File: src/rtl/mktd_pkg.sv
// Shared types, constants and register map for the morse key timing decoder.
// No dependencies; imported by every module of the block.
package mktd_pkg;

	localparam int unsigned MAX_SYMBOLS_D = 8;
	localparam int unsigned REG_W         = 16;
	localparam int unsigned TICK_W        = 32;
	localparam int unsigned PATTERN_W     = 8;
	localparam int unsigned COUNT_W       = 4;
	localparam int unsigned CFG_IDX_W     = 2;

	localparam logic [CFG_IDX_W-1:0] REG_DEBOUNCE = 2'd0;
	localparam logic [CFG_IDX_W-1:0] REG_DASH_MIN = 2'd1;
	localparam logic [CFG_IDX_W-1:0] REG_CHAR_GAP = 2'd2;
	localparam logic [CFG_IDX_W-1:0] REG_WORD_GAP = 2'd3;

	localparam logic [REG_W-1:0] DEBOUNCE_RST = 16'd10;
	localparam logic [REG_W-1:0] DASH_MIN_RST = 16'd180;
	localparam logic [REG_W-1:0] CHAR_GAP_RST = 16'd180;
	localparam logic [REG_W-1:0] WORD_GAP_RST = 16'd420;

	localparam logic EV_CHAR = 1'b0;
	localparam logic EV_WORD = 1'b1;

	typedef struct packed {
		logic [REG_W-1:0] debounce_ms;
		logic [REG_W-1:0] dash_min_ms;
		logic [REG_W-1:0] char_gap_ms;
		logic [REG_W-1:0] word_gap_ms;
	} mktd_cfg_t;

	typedef struct packed {
		logic                 valid;
		logic                 event_kind;
		logic [PATTERN_W-1:0] symbol_pattern;
		logic [COUNT_W-1:0]   symbol_count;
	} mktd_result_t;

endpackage

File: src/rtl/mktd_cfg_regs.sv
// Configuration register file of the morse key timing decoder.
// Depends on mktd_pkg for the register map and reset values.
module mktd_cfg_regs (
	input  logic                              clk,
	input  logic                              arst_n,
	input  logic                              cfg_we,
	input  logic [mktd_pkg::CFG_IDX_W-1:0]    cfg_index,
	input  logic [mktd_pkg::REG_W-1:0]        cfg_wdata,
	output mktd_pkg::mktd_cfg_t               cfg
);
	import mktd_pkg::*;

	mktd_cfg_t cfg_q;

	always_ff @(posedge clk or negedge arst_n) begin
		if (!arst_n) begin
			cfg_q.debounce_ms <= DEBOUNCE_RST;
			cfg_q.dash_min_ms <= DASH_MIN_RST;
			cfg_q.char_gap_ms <= CHAR_GAP_RST;
			cfg_q.word_gap_ms <= WORD_GAP_RST;
		end else if (cfg_we) begin
			unique case (cfg_index)
				REG_DEBOUNCE: cfg_q.debounce_ms <= cfg_wdata;
				REG_DASH_MIN: cfg_q.dash_min_ms <= cfg_wdata;
				REG_CHAR_GAP: cfg_q.char_gap_ms <= cfg_wdata;
				REG_WORD_GAP: cfg_q.word_gap_ms <= cfg_wdata;
				default:      cfg_q <= cfg_q;
			endcase
		end
	end

	assign cfg = cfg_q;

endmodule

File: src/rtl/mktd_core.sv
// Tick state, symbol buffer and per-tick decision logic of the decoder.
// Depends on mktd_pkg; driven by the top level once per transferred tick.
module mktd_core #(
	parameter int unsigned MAX_SYMBOLS_P = mktd_pkg::MAX_SYMBOLS_D
) (
	input  logic                   clk,
	input  logic                   arst_n,
	input  logic                   step,
	input  logic                   key,
	input  mktd_pkg::mktd_cfg_t    cfg,
	output mktd_pkg::mktd_result_t res
);
	import mktd_pkg::*;

	localparam int unsigned WP_W   = $clog2(MAX_SYMBOLS_P + 1);
	localparam int unsigned CNT_W  = $clog2(MAX_SYMBOLS_P + 1);
	localparam int unsigned PAT_N  = (MAX_SYMBOLS_P < PATTERN_W) ? MAX_SYMBOLS_P : PATTERN_W;

	logic [TICK_W-1:0]        tick_q;
	logic [TICK_W-1:0]        deb_stamp_q;
	logic [TICK_W-1:0]        press_start_q;
	logic                     press_active_q;
	logic [TICK_W-1:0]        sym_stamp_q;
	logic                     sym_valid_q;
	logic [TICK_W-1:0]        char_stamp_q;
	logic                     char_valid_q;
	logic [MAX_SYMBOLS_P-1:0] dash_q;
	logic [MAX_SYMBOLS_P-1:0] filled_q;
	logic [WP_W-1:0]          wp_q;

	logic [TICK_W-1:0] deb_diff, press_len, sym_gap, char_gap;
	logic              sample_ok, is_dash, word_due, char_due, buf_full;
	logic              do_press, do_release, do_word, do_char, do_idle;
	logic [CNT_W-1:0]  fill_cnt;
	logic [PATTERN_W-1:0] pattern;

	assign deb_diff  = tick_q - deb_stamp_q;
	assign press_len = tick_q - press_start_q;
	assign sym_gap   = tick_q - sym_stamp_q;
	assign char_gap  = tick_q - char_stamp_q;

	assign sample_ok = deb_diff >= TICK_W'(cfg.debounce_ms);
	assign is_dash   = press_len >= TICK_W'(cfg.dash_min_ms);
	assign word_due  = char_valid_q && (char_gap >= TICK_W'(cfg.word_gap_ms));
	assign char_due  = sym_valid_q && (sym_gap >= TICK_W'(cfg.char_gap_ms));
	assign buf_full  = wp_q >= WP_W'(MAX_SYMBOLS_P);

	assign do_press   = step && sample_ok && key && !press_active_q;
	assign do_release = step && sample_ok && !key && press_active_q;
	assign do_word    = step && sample_ok && !key && !press_active_q && word_due;
	assign do_char    = step && sample_ok && !key && !press_active_q && !word_due && char_due;
	assign do_idle    = step && sample_ok && !key && !press_active_q && !word_due && !char_due;

	always_comb begin
		fill_cnt = '0;
		for (int i = 0; i < MAX_SYMBOLS_P; i++) begin
			fill_cnt = fill_cnt + CNT_W'(filled_q[i]);
		end
	end

	generate
		for (genvar g = 0; g < PATTERN_W; g++) begin : g_pat
			if (g < PAT_N) begin : g_on
				assign pattern[g] = filled_q[g] & dash_q[g];
			end else begin : g_off
				assign pattern[g] = 1'b0;
			end
		end
	endgenerate

	always_comb begin
		res.valid          = do_word || do_char;
		res.event_kind     = do_word ? EV_WORD : EV_CHAR;
		res.symbol_pattern = do_char ? pattern : '0;
		res.symbol_count   = '0;
		if (do_char) begin
			if (32'(fill_cnt) > 32'd15) begin
				res.symbol_count = '1;
			end else begin
				res.symbol_count = COUNT_W'(fill_cnt);
			end
		end
	end

	always_ff @(posedge clk or negedge arst_n) begin
		if (!arst_n) begin
			tick_q         <= '0;
			deb_stamp_q    <= '0;
			press_start_q  <= '0;
			press_active_q <= 1'b0;
			sym_stamp_q    <= '0;
			sym_valid_q    <= 1'b0;
			char_stamp_q   <= '0;
			char_valid_q   <= 1'b0;
			dash_q         <= '0;
			filled_q       <= '0;
			wp_q           <= '0;
		end else begin
			if (step) begin
				tick_q <= tick_q + 1'b1;
			end
			if (do_press) begin
				press_active_q <= 1'b1;
				press_start_q  <= tick_q;
			end
			if (do_release) begin
				if (buf_full) begin
					wp_q <= '0;
				end else begin
					for (int i = 0; i < MAX_SYMBOLS_P; i++) begin
						if (wp_q == WP_W'(i)) begin
							dash_q[i]   <= is_dash;
							filled_q[i] <= 1'b1;
						end
					end
					wp_q <= wp_q + 1'b1;
				end
				press_active_q <= 1'b0;
				sym_stamp_q    <= tick_q;
				sym_valid_q    <= 1'b1;
				char_valid_q   <= 1'b0;
			end
			if (do_word) begin
				char_valid_q <= 1'b0;
			end
			if (do_char) begin
				dash_q       <= '0;
				filled_q     <= '0;
				wp_q         <= '0;
				sym_valid_q  <= 1'b0;
				char_stamp_q <= tick_q;
				char_valid_q <= 1'b1;
			end
			if (do_idle) begin
				deb_stamp_q <= tick_q;
			end
		end
	end

	a_tick_adv: assert property (@(posedge clk) disable iff (!arst_n)
		step |=> tick_q == $past(tick_q) + 1'b1)
		else $error("tick counter did not advance on a step");

	a_res_low: assert property (@(posedge clk) disable iff (!arst_n)
		res.valid |-> step && !key && !press_active_q)
		else $error("event raised outside an idle low sample");

	a_word_empty: assert property (@(posedge clk) disable iff (!arst_n)
		res.valid && res.event_kind == EV_WORD |-> res.symbol_count == '0 &&
		res.symbol_pattern == '0)
		else $error("word space carries symbol data");

	a_char_clears: assert property (@(posedge clk) disable iff (!arst_n)
		do_char |=> filled_q == '0 && wp_q == '0 && char_valid_q)
		else $error("buffer not cleared after character");

endmodule

File: src/rtl/morse_key_timing_decoder_unit.sv
// Top level of the morse key timing decoder: tick input register, output register.
// Depends on mktd_pkg, mktd_cfg_regs and mktd_core.
//
//   channel | direction | handshake          | payload
//   in      | sink      | in_valid/in_stall  | key_level
//   out     | source    | out_valid/out_stall| event_kind, symbol_pattern, symbol_count
//   cfg     | sink      | cfg_we             | cfg_index, cfg_wdata
//
// One tick per cycle sustained while the output register is not held; a tick waits in
// the input register until it advances, and its result (if any) is then registered.
// Reset clears all timing state, empties the symbol buffer, loads register defaults.
// A held output stalls the input only when the input register is also full.
module morse_key_timing_decoder_unit #(
	parameter int unsigned MAX_SYMBOLS_P = mktd_pkg::MAX_SYMBOLS_D
) (
	input  logic                                clk,
	input  logic                                arst_n,
	input  logic                                in_valid,
	output logic                                in_stall,
	input  logic                                key_level,
	output logic                                out_valid,
	input  logic                                out_stall,
	output logic                                event_kind,
	output logic [mktd_pkg::PATTERN_W-1:0]      symbol_pattern,
	output logic [mktd_pkg::COUNT_W-1:0]        symbol_count,
	input  logic                                cfg_we,
	input  logic [mktd_pkg::CFG_IDX_W-1:0]      cfg_index,
	input  logic [mktd_pkg::REG_W-1:0]          cfg_wdata
);
	import mktd_pkg::*;

	mktd_cfg_t    cfg;
	mktd_result_t res;

	logic                 valid_s1;
	logic                 key_s1;
	logic                 adv;
	logic                 out_valid_q;
	logic                 event_kind_q;
	logic [PATTERN_W-1:0] pattern_q;
	logic [COUNT_W-1:0]   count_q;

	mktd_cfg_regs u_cfg (
		.clk       (clk),
		.arst_n    (arst_n),
		.cfg_we    (cfg_we),
		.cfg_index (cfg_index),
		.cfg_wdata (cfg_wdata),
		.cfg       (cfg)
	);

	mktd_core #(
		.MAX_SYMBOLS_P (MAX_SYMBOLS_P)
	) u_core (
		.clk    (clk),
		.arst_n (arst_n),
		.step   (adv),
		.key    (key_s1),
		.cfg    (cfg),
		.res    (res)
	);

	assign adv      = valid_s1 && (!out_valid_q || !out_stall);
	assign in_stall = valid_s1 && !adv;

	always_ff @(posedge clk or negedge arst_n) begin
		if (!arst_n) begin
			valid_s1 <= 1'b0;
		end else if (in_valid && !in_stall) begin
			valid_s1 <= 1'b1;
		end else if (adv) begin
			valid_s1 <= 1'b0;
		end
	end

	always_ff @(posedge clk) begin
		if (in_valid && !in_stall) begin
			key_s1 <= key_level;
		end
	end

	always_ff @(posedge clk or negedge arst_n) begin
		if (!arst_n) begin
			out_valid_q <= 1'b0;
		end else if (adv) begin
			out_valid_q <= res.valid;
		end else if (out_valid_q && !out_stall) begin
			out_valid_q <= 1'b0;
		end
	end

	always_ff @(posedge clk) begin
		if (adv && res.valid) begin
			event_kind_q <= res.event_kind;
			pattern_q    <= res.symbol_pattern;
			count_q      <= res.symbol_count;
		end
	end

	assign out_valid      = out_valid_q;
	assign event_kind     = event_kind_q;
	assign symbol_pattern = pattern_q;
	assign symbol_count   = count_q;

	a_stall_full: assert property (@(posedge clk) disable iff (!arst_n)
		in_stall |-> valid_s1 && out_valid_q && out_stall)
		else $error("input stalled with room to advance");

	a_s1_hold: assert property (@(posedge clk) disable iff (!arst_n)
		valid_s1 && !adv |=> valid_s1 && key_s1 == $past(key_s1))
		else $error("pending tick lost");

	a_out_from_step: assert property (@(posedge clk) disable iff (!arst_n)
		$rose(out_valid_q) |-> $past(adv))
		else $error("result appeared without a tick");

endmodule
File: config.mk
export PLATFORM = sky130hd
export DESIGN_NAME = morse_key_timing_decoder_unit
export DESIGN_NICKNAME = d
export VERILOG_FILES = /design/src/rtl/mktd_pkg.sv /design/src/rtl/mktd_cfg_regs.sv /design/src/rtl/mktd_core.sv /design/src/rtl/morse_key_timing_decoder_unit.sv
export SDC_FILE = /design/constraint.sdc
export NUM_CORES = 1
export LEC_CHECK = 0
export BUFFER_PORTS_ARGS = -buffer_cell sky130_fd_sc_hd__buf_4
export CORE_MARGIN = 2
export CORE_UTILIZATION = 45
export DETAILED_ROUTE_END_ITERATION = 8
export HOLD_SLACK_MARGIN = 0.03
export PLACE_DENSITY = 0.65
export RECOVER_POWER = 25
export SLEW_MARGIN = 30
export SYNTH_ARGS = -nofsm -noshare
export SYNTH_HDL_FRONTEND = slang
export SYNTH_SLANG_ARGS = --single-unit
File: constraint.sdc
create_clock -name clk -period 8.3 [get_ports clk]
set_clock_uncertainty 0.2 [all_clocks]
set_input_delay 1.66 -clock clk [delete_from_list [all_inputs] [get_ports clk]]
set_output_delay 1.66 -clock clk [all_outputs]
set_load 0.05 [all_outputs]
[Yosys cells after proc, flatten, opt, wreduce, memory -nomap -nowiden]
Index checks and enable logic that the tools add are counted.
Cells by class
  shift-type cells: 0
  reduce and logical (&&, ||, !) cells: 54
  $lt $le $gt $ge: 5
  add/subtract/negate cells: 13
  multiply operators: 0
  muxes and demuxes: 37
  div/mod/pow operators: 0
  equality and inequality tests: 11
  bitwise gates (word level): 8
Operators by type and width (count)
  $ge A32 B16 Y1: 4
  $sub A32 B32 Y32: 4
  $mux W8: 6
  $add A32 B1 Y32 const B: 1
  $mux W1: 28
  $add A4 B1 Y4: 6
  $reduce_and A3 Y1: 8
  $reduce_bool A2 Y1: 12
  $logic_and A1 B1 Y1: 17
  $eq A4 B3 Y1 const B: 4
  $mux W4: 3
  $and A1 B1 Y1: 8
  $eq A4 B2 Y1 const B: 2
  $logic_not A1 Y1: 8
  $reduce_and A2 Y1: 4
  $add A4 B1 Y4 const B: 1
  $eq A2 B2 Y1 const B: 2
  $eq A4 B1 Y1 const B: 1
  $ge A4 B4 Y1 const B: 1
  $logic_not A4 Y1: 1
  $reduce_bool A3 Y1: 1
  $add A1 B1 Y2: 1
  $eq A2 B1 Y1 const B: 1
  $logic_not A2 Y1: 1
  other kinds (2): 3
Word-level totals
  bits in writable memories: 0
  logic and storage cells: 163
  bits in read-only memories: 0
  bits in registers: 263
  output and inout port bits: 15
  memories: 0
  latch bits: 0

[Logic depth before layout (Yosys ltp)]
  depth after elaboration: 10
  gate-level depth with buffers: 24
  depth with buffers taken out: 22

[By module]
Synthesis repeated with hierarchy kept, for this count alone.
Unflattened totals
  cell total of the unflattened synthesis: 2135
  area total of the unflattened synthesis: 19874.1 µm²
Modules (own cells, without submodules)
  mktd_core: instances 1, area each 16926.2 µm², seq. area each 4579.4 µm², cells each 1974
  mktd_cfg_regs: instances 1, area each 2428.6 µm², seq. area each 1619.1 µm², cells each 136
  morse_key_timing_decoder_unit: instances 1, area each 519.2 µm², seq. area each 470.5 µm², cells each 25

[Worst setup path before layout]
OpenSTA, ideal clock, no wires.
  kind: reg-to-reg
  start: register u_core.tick_q[0]
  end: register event_kind_q, in the netlist event_kind, enable pin
  data arrival time: 5099 ps
  data required time: 7744 ps
  path slack: 2645 ps
  path buffers: 2
  stages on the path, launching flop included: 25
  path through: dfrtp_1 -> inv_1 -> ha_1 -> inv_1 -> fa_1 -> a21o_1 -> a221o_1 -> a311oi_2 -> and2b_1 -> nor2_1 -> xnor2_1 -> ha_1 -> nand4_1 -> nor3_1 -> o311ai_0 -> o31ai_1 -> nor4_1 -> nand3_1 -> or4_1 -> o41ai_2 -> nand3_2 -> nand2b_4 -> buf_6 -> buf_6 -> nand2_1
Between the ends
  cells in the longest elaborated chain, start to end: 9
RTL lines
  start: declaration: line mktd_core.sv:19  | logic [TICK_W-1:0] tick_q;
  start signal: assignment: line mktd_core.sv:100  | tick_q <= tick_q + 1'b1;
  $sub A32 B32 Y32: line mktd_core.sv:37  | assign deb_diff = tick_q - deb_stamp_q;
  $ge A32 B16 Y1: line mktd_core.sv:42  | assign sample_ok = deb_diff >= TICK_W'(cfg.debounce_ms);
  $logic_and A1 B1 Y1 (3 in series): line mktd_core.sv:50, mktd_core.sv:51
  $logic_and A1 B1 Y1 (2 in series): line mktd_core.sv:51  | assign do_char = step && sample_ok && !key && !press_active_q && !word_due && char_due;
  $logic_or A1 B1 Y1 *: line mktd_core.sv:72  | res.valid = do_word || do_char;
  $logic_and A1 B1 Y1 *: line morse_key_timing_decoder_unit.sv:93  | if (adv && res.valid) begin
  end signal: assignment: line morse_key_timing_decoder_unit.sv:94  | event_kind_q <= res.event_kind;
  end: declaration: line morse_key_timing_decoder_unit.sv:39  | logic event_kind_q;
Every way passes the cells marked *; elsewhere a longest branch is shown, timed or not.
A chain may end at the register's enable or synchronous reset.

[Final worst setup path]
  start: register u_core.tick_q[0]
  end: register u_core.deb_stamp_q[22]
Between the ends
  cells in the longest elaborated chain, start to end: 7
RTL lines
  $sub A32 B32 Y32: line mktd_core.sv:37
  $ge A32 B16 Y1: line mktd_core.sv:42
  $logic_and A1 B1 Y1 (4 in series): line mktd_core.sv:52  | assign do_idle = step && sample_ok && !key && !press_active_q && !word_due && !char_due;
  $logic_and A1 B1 Y1 *: line mktd_core.sv:52
  end signal: assignment: line mktd_core.sv:135  | deb_stamp_q <= tick_q;
  end: declaration: line mktd_core.sv:20  | logic [TICK_W-1:0] deb_stamp_q;
Marks and branches as above.

==> qor.yml <==
syn_to_final_growth_pct: 9.458
timing.slew.headroom_pct: -271.4
worstMarginPinSlew_ns: 5.571
p_total_w: 0.008090
grt_pass1_wl_mm: 86.55
cts_buffers: 30
async_reset_ff_share_pct: 94.68
min_path_cells: 2
cts_max_level: 1
rr_endpoint: "u_core.deb_stamp_q[22]"
cp_num_buf_inv: 3
place_area_um2: 20440
yosysUniqueCellTypes: 94
cpMaxStageDelayCell: "o41ai_2"
ctsHoldBuffers: 0
worst_r2r_startpoint: "u_core.tick_q[0]"
port_buffers: 38
cts_resized: 0
cp_max_fo: 20
dieArea_um2: 45220
place_hpwl_mm: 41.06
synth_simple_gate_area_share_pct: 14.37
drv_cap: 1
drc: 0
first_pass_iters: 5
post-route-period-util_pct: 86.00
synth_top_family_by_area: "compound AO/OA/AOI/OAI gates"
drt-total-wl_mm: 53.80
ys_seq_elements: 263
clk_pin_slew_ns: 0.06
cts_root_buf: "clkbuf_16"
track_usage_pct: 24.24
holdCritPathClass: "flip-flop to flip-flop"
synth-xor-area-share_pct: 5.096
slew_violations: 101
cts_buffer_depth: 3
cp_cell_sequence: "inv_1, ha_1, inv_1, fa_1, a21o_1, a221oi_1, o21ai_1, a21oi_1, xnor2_1, ha_1, nand4_1, nor3_1, o311ai_0, o31ai_1, nor4_1, nand3_1, or4_1, o41ai_2, nand3_2, nor2_4, buf_4, mux2_1"
grt.overflow.total: 0
yosysSeqAreaShare_pct: 34.04
min_to: "u_core.sym_stamp_q[30]"
crit_type: "flip-flop to flip-flop"
yosys_warnings: 0
worstPathRequired_ns: 8.54
drive_gt1_share_pct: 12.30
ff2ff_setup_slack_ns: 1.16
drt-initial-drc-count: 1129
synth_compound_area_share_pct: 17.61
place_congestion: 0.9331
synth_area_um2: 19590
cts.sinks: 263
start_util_pct: 45.58
startpoint_type: "flip-flop"
final.setup.tns_ns: 0
ios: 39
synth_cells: 2160
max_stage_delay_ns: 0.62
hold_viol_final: 0
synthAdderAreaFrac_pct: 13.33
crit_family: "compound AO/OA/AOI/OAI gates"
setup_ws_ns: 1.162
core_area_um2: 42980
dp_slack_ns: 1.247
die_x_um: 212.7
synth_edf_count: 14
antenna_found_initial: 7
rows: 76
setup-violations-final: 0
max-vdd-ir-drop_uv: 223.1
max_clock_freq_ghz: 0.1401
leakage_nw: 10.36
r2r_cells: 22
die_y_um: 212.7
violations: "capacitance limit, slew limit"
worst_hold_slack_ns: 0.2849
design_area_um2: 21450
cp-end-kind: "flip-flop"
power_density_nw_per_um2: 377.2
status: "finished, violations left"
min_from: "u_core.sym_stamp_q[30]"
ant_nets: 0
period_minus_slack_ns: 7.138
syn-num-nets: 2388
crit_arrival_ns: 7.38
grt_max_degree: 151
num_vias: 16030
viasPerCell: 5.759
avgSynthCellArea_um2: 9.071
synth.area.mux_share_pct: 9.132
insertion_delay_ns: 0.58
rsz0062_at_grt: "false"
dominantRegCellSynth: "dfrtp_1"
grt_pass1_vias: 15920
wl_per_cell_um: 19.33
cts_tree: "yes"
cts_setup_buffers: 0
nets: 2401
==> state kept, by name, summed over array words and instances, names as in the netlist, 4 cells and up <==
signal,flops
u_core.wp_q,4
symbol_pattern,8
u_core.tick_q,32
u_core.char_stamp_q,32
u_cfg.cfg,64
u_core.dash_q,8
u_core.deb_stamp_q,32
symbol_count,4
u_core.filled_q,8
u_core.sym_stamp_q,32
u_core.press_start_q,32
==> power by group <==
group / internal, W / switching [W]
Clock: 0.000794 / 0.000550
Combinational: 0.00215 / 0.00291
Sequential: 0.00153 / 0.000159
Total: 0.00447 / 0.00362
==> per-layer routing <==
layer	wire length [µm]	global-route usage (%)	vias to the layer above
met3	3012	3.250	85
met5	0	0	-
met1	25190	34.16	7834
li1	-	-	7714
met2	23830	38.34	395
met4	1772	8.343	0
==> worst min-delay path: cells and delay by family, from the launching register on <==
kind	cells	cell delay [ns]
flops	1	0.34
compound gates	1	0.06
simple gates	1	0.05
==> cell usage after synthesis (20+ instances only) <==
library cell  instances  area (µm²)
a211oi_1             23       172.7
o21ai_0              96       480.5
a21o_1               35       262.8
nand2_1             207       777.0
dfrtp_1             235        5881
o22ai_1              37       231.5
nor3_1               22       110.1
mux2_1               28       315.3
mux2_2              114        1284
and3_1               27       168.9
nand2b_1             23       143.9
xor2_1               45       394.1
o21a_1               29       217.7
xnor2_1              69       604.3
o21bai_1             20       150.1
a21oi_1             149       745.7
nand3_1              52       260.3
inv_1               236       885.9
nand4_1              40       250.2
ha_1                196        2452
clkbuf_1             55       206.5
nor2_1              103       386.6
==> worst max-delay path by stage <==
stage	from	end	cells after the start
floorplan	u_core.tick_q[0]	event_kind	24
detailed placement	u_core.tick_q[0]	u_core.deb_stamp_q[22]	23
global route	u_core.tick_q[0]	u_core.deb_stamp_q[22]	22
global placement	u_core.tick_q[0]	u_core.deb_stamp_q[25]	22
CTS	u_core.tick_q[0]	u_core.deb_stamp_q[22]	23
finish	u_core.tick_q[0]	u_core.deb_stamp_q[22]	22
==> layout make-up <==
class | instances | area (µm²)
sequential | 263 | 6669
timing repair buffer | 62 | 470.5
clock inverter | 9 | 81.33
tap | 585 | 732.0
inverter | 236 | 885.9
antenna | 2 | 5.005
fill | 4085 | 21540
multi-input combinational | 1580 | 11680
clock buffer | 46 | 923.4
==> layout by cell type, fill, tap and decap left out, types with 8 or more instances in the layout <==
cell type / netlist / layout
and2_1: 11 / 10
buf_4: 0 / 53
a21o_1: 35 / 35
xnor2_1: 69 / 69
xor2_1: 45 / 45
nor2_1: 103 / 103
ha_1: 196 / 196
and3_1: 27 / 27
nand2b_1: 23 / 23
nor4_1: 12 / 12
nor3b_1: 9 / 9
a21oi_1: 149 / 149
dfstp_2: 14 / 14
dfrtp_1: 235 / 235
or3_1: 12 / 12
mux2_2: 114 / 114
a31oi_1: 18 / 18
edfxtp_1: 14 / 14
nand2_1: 207 / 207
o21a_1: 29 / 29
nand3_1: 52 / 52
o21bai_1: 20 / 20
inv_1: 236 / 236
o22ai_1: 37 / 37
nor2b_1: 16 / 16
mux2_1: 28 / 28
o2111ai_1: 8 / 8
o221ai_1: 8 / 8
mux2i_1: 16 / 16
clkbuf_16: 0 / 32
nor3_1: 22 / 22
and4_1: 9 / 9
o211ai_1: 14 / 14
fa_1: 8 / 8
o21ai_0: 96 / 96
a211oi_1: 23 / 23
nand4_1: 40 / 40
clkbuf_1: 55 / 11
==> cells by family (layout without fill, tap and decap cells) <==
| kind of cell | count (synthesis) | after routing |
|---|---|---|
| adders and majority gates | 204 | 204 |
| muxes | 160 | 160 |
| DFF | 263 | 263 |
| AOI/OAI and AO/OA | 529 | 529 |
| and+or+nand+nor | 573 | 573 |
| xor gates and xnor gates | 114 | 114 |
| buffers and inverters | 317 | 353 |
| other | 0 | 2 |
==> through the flow <==
stage | util, % | cells
detailed placement | 47.55 | 2724
CTS | 49.88 | 2779
finish | 49.90 | 2783
global placement | 47.52 | 2723
global route | 49.88 | 2781
floorplan | - | 2160
(Power assumes the default switching activity.)
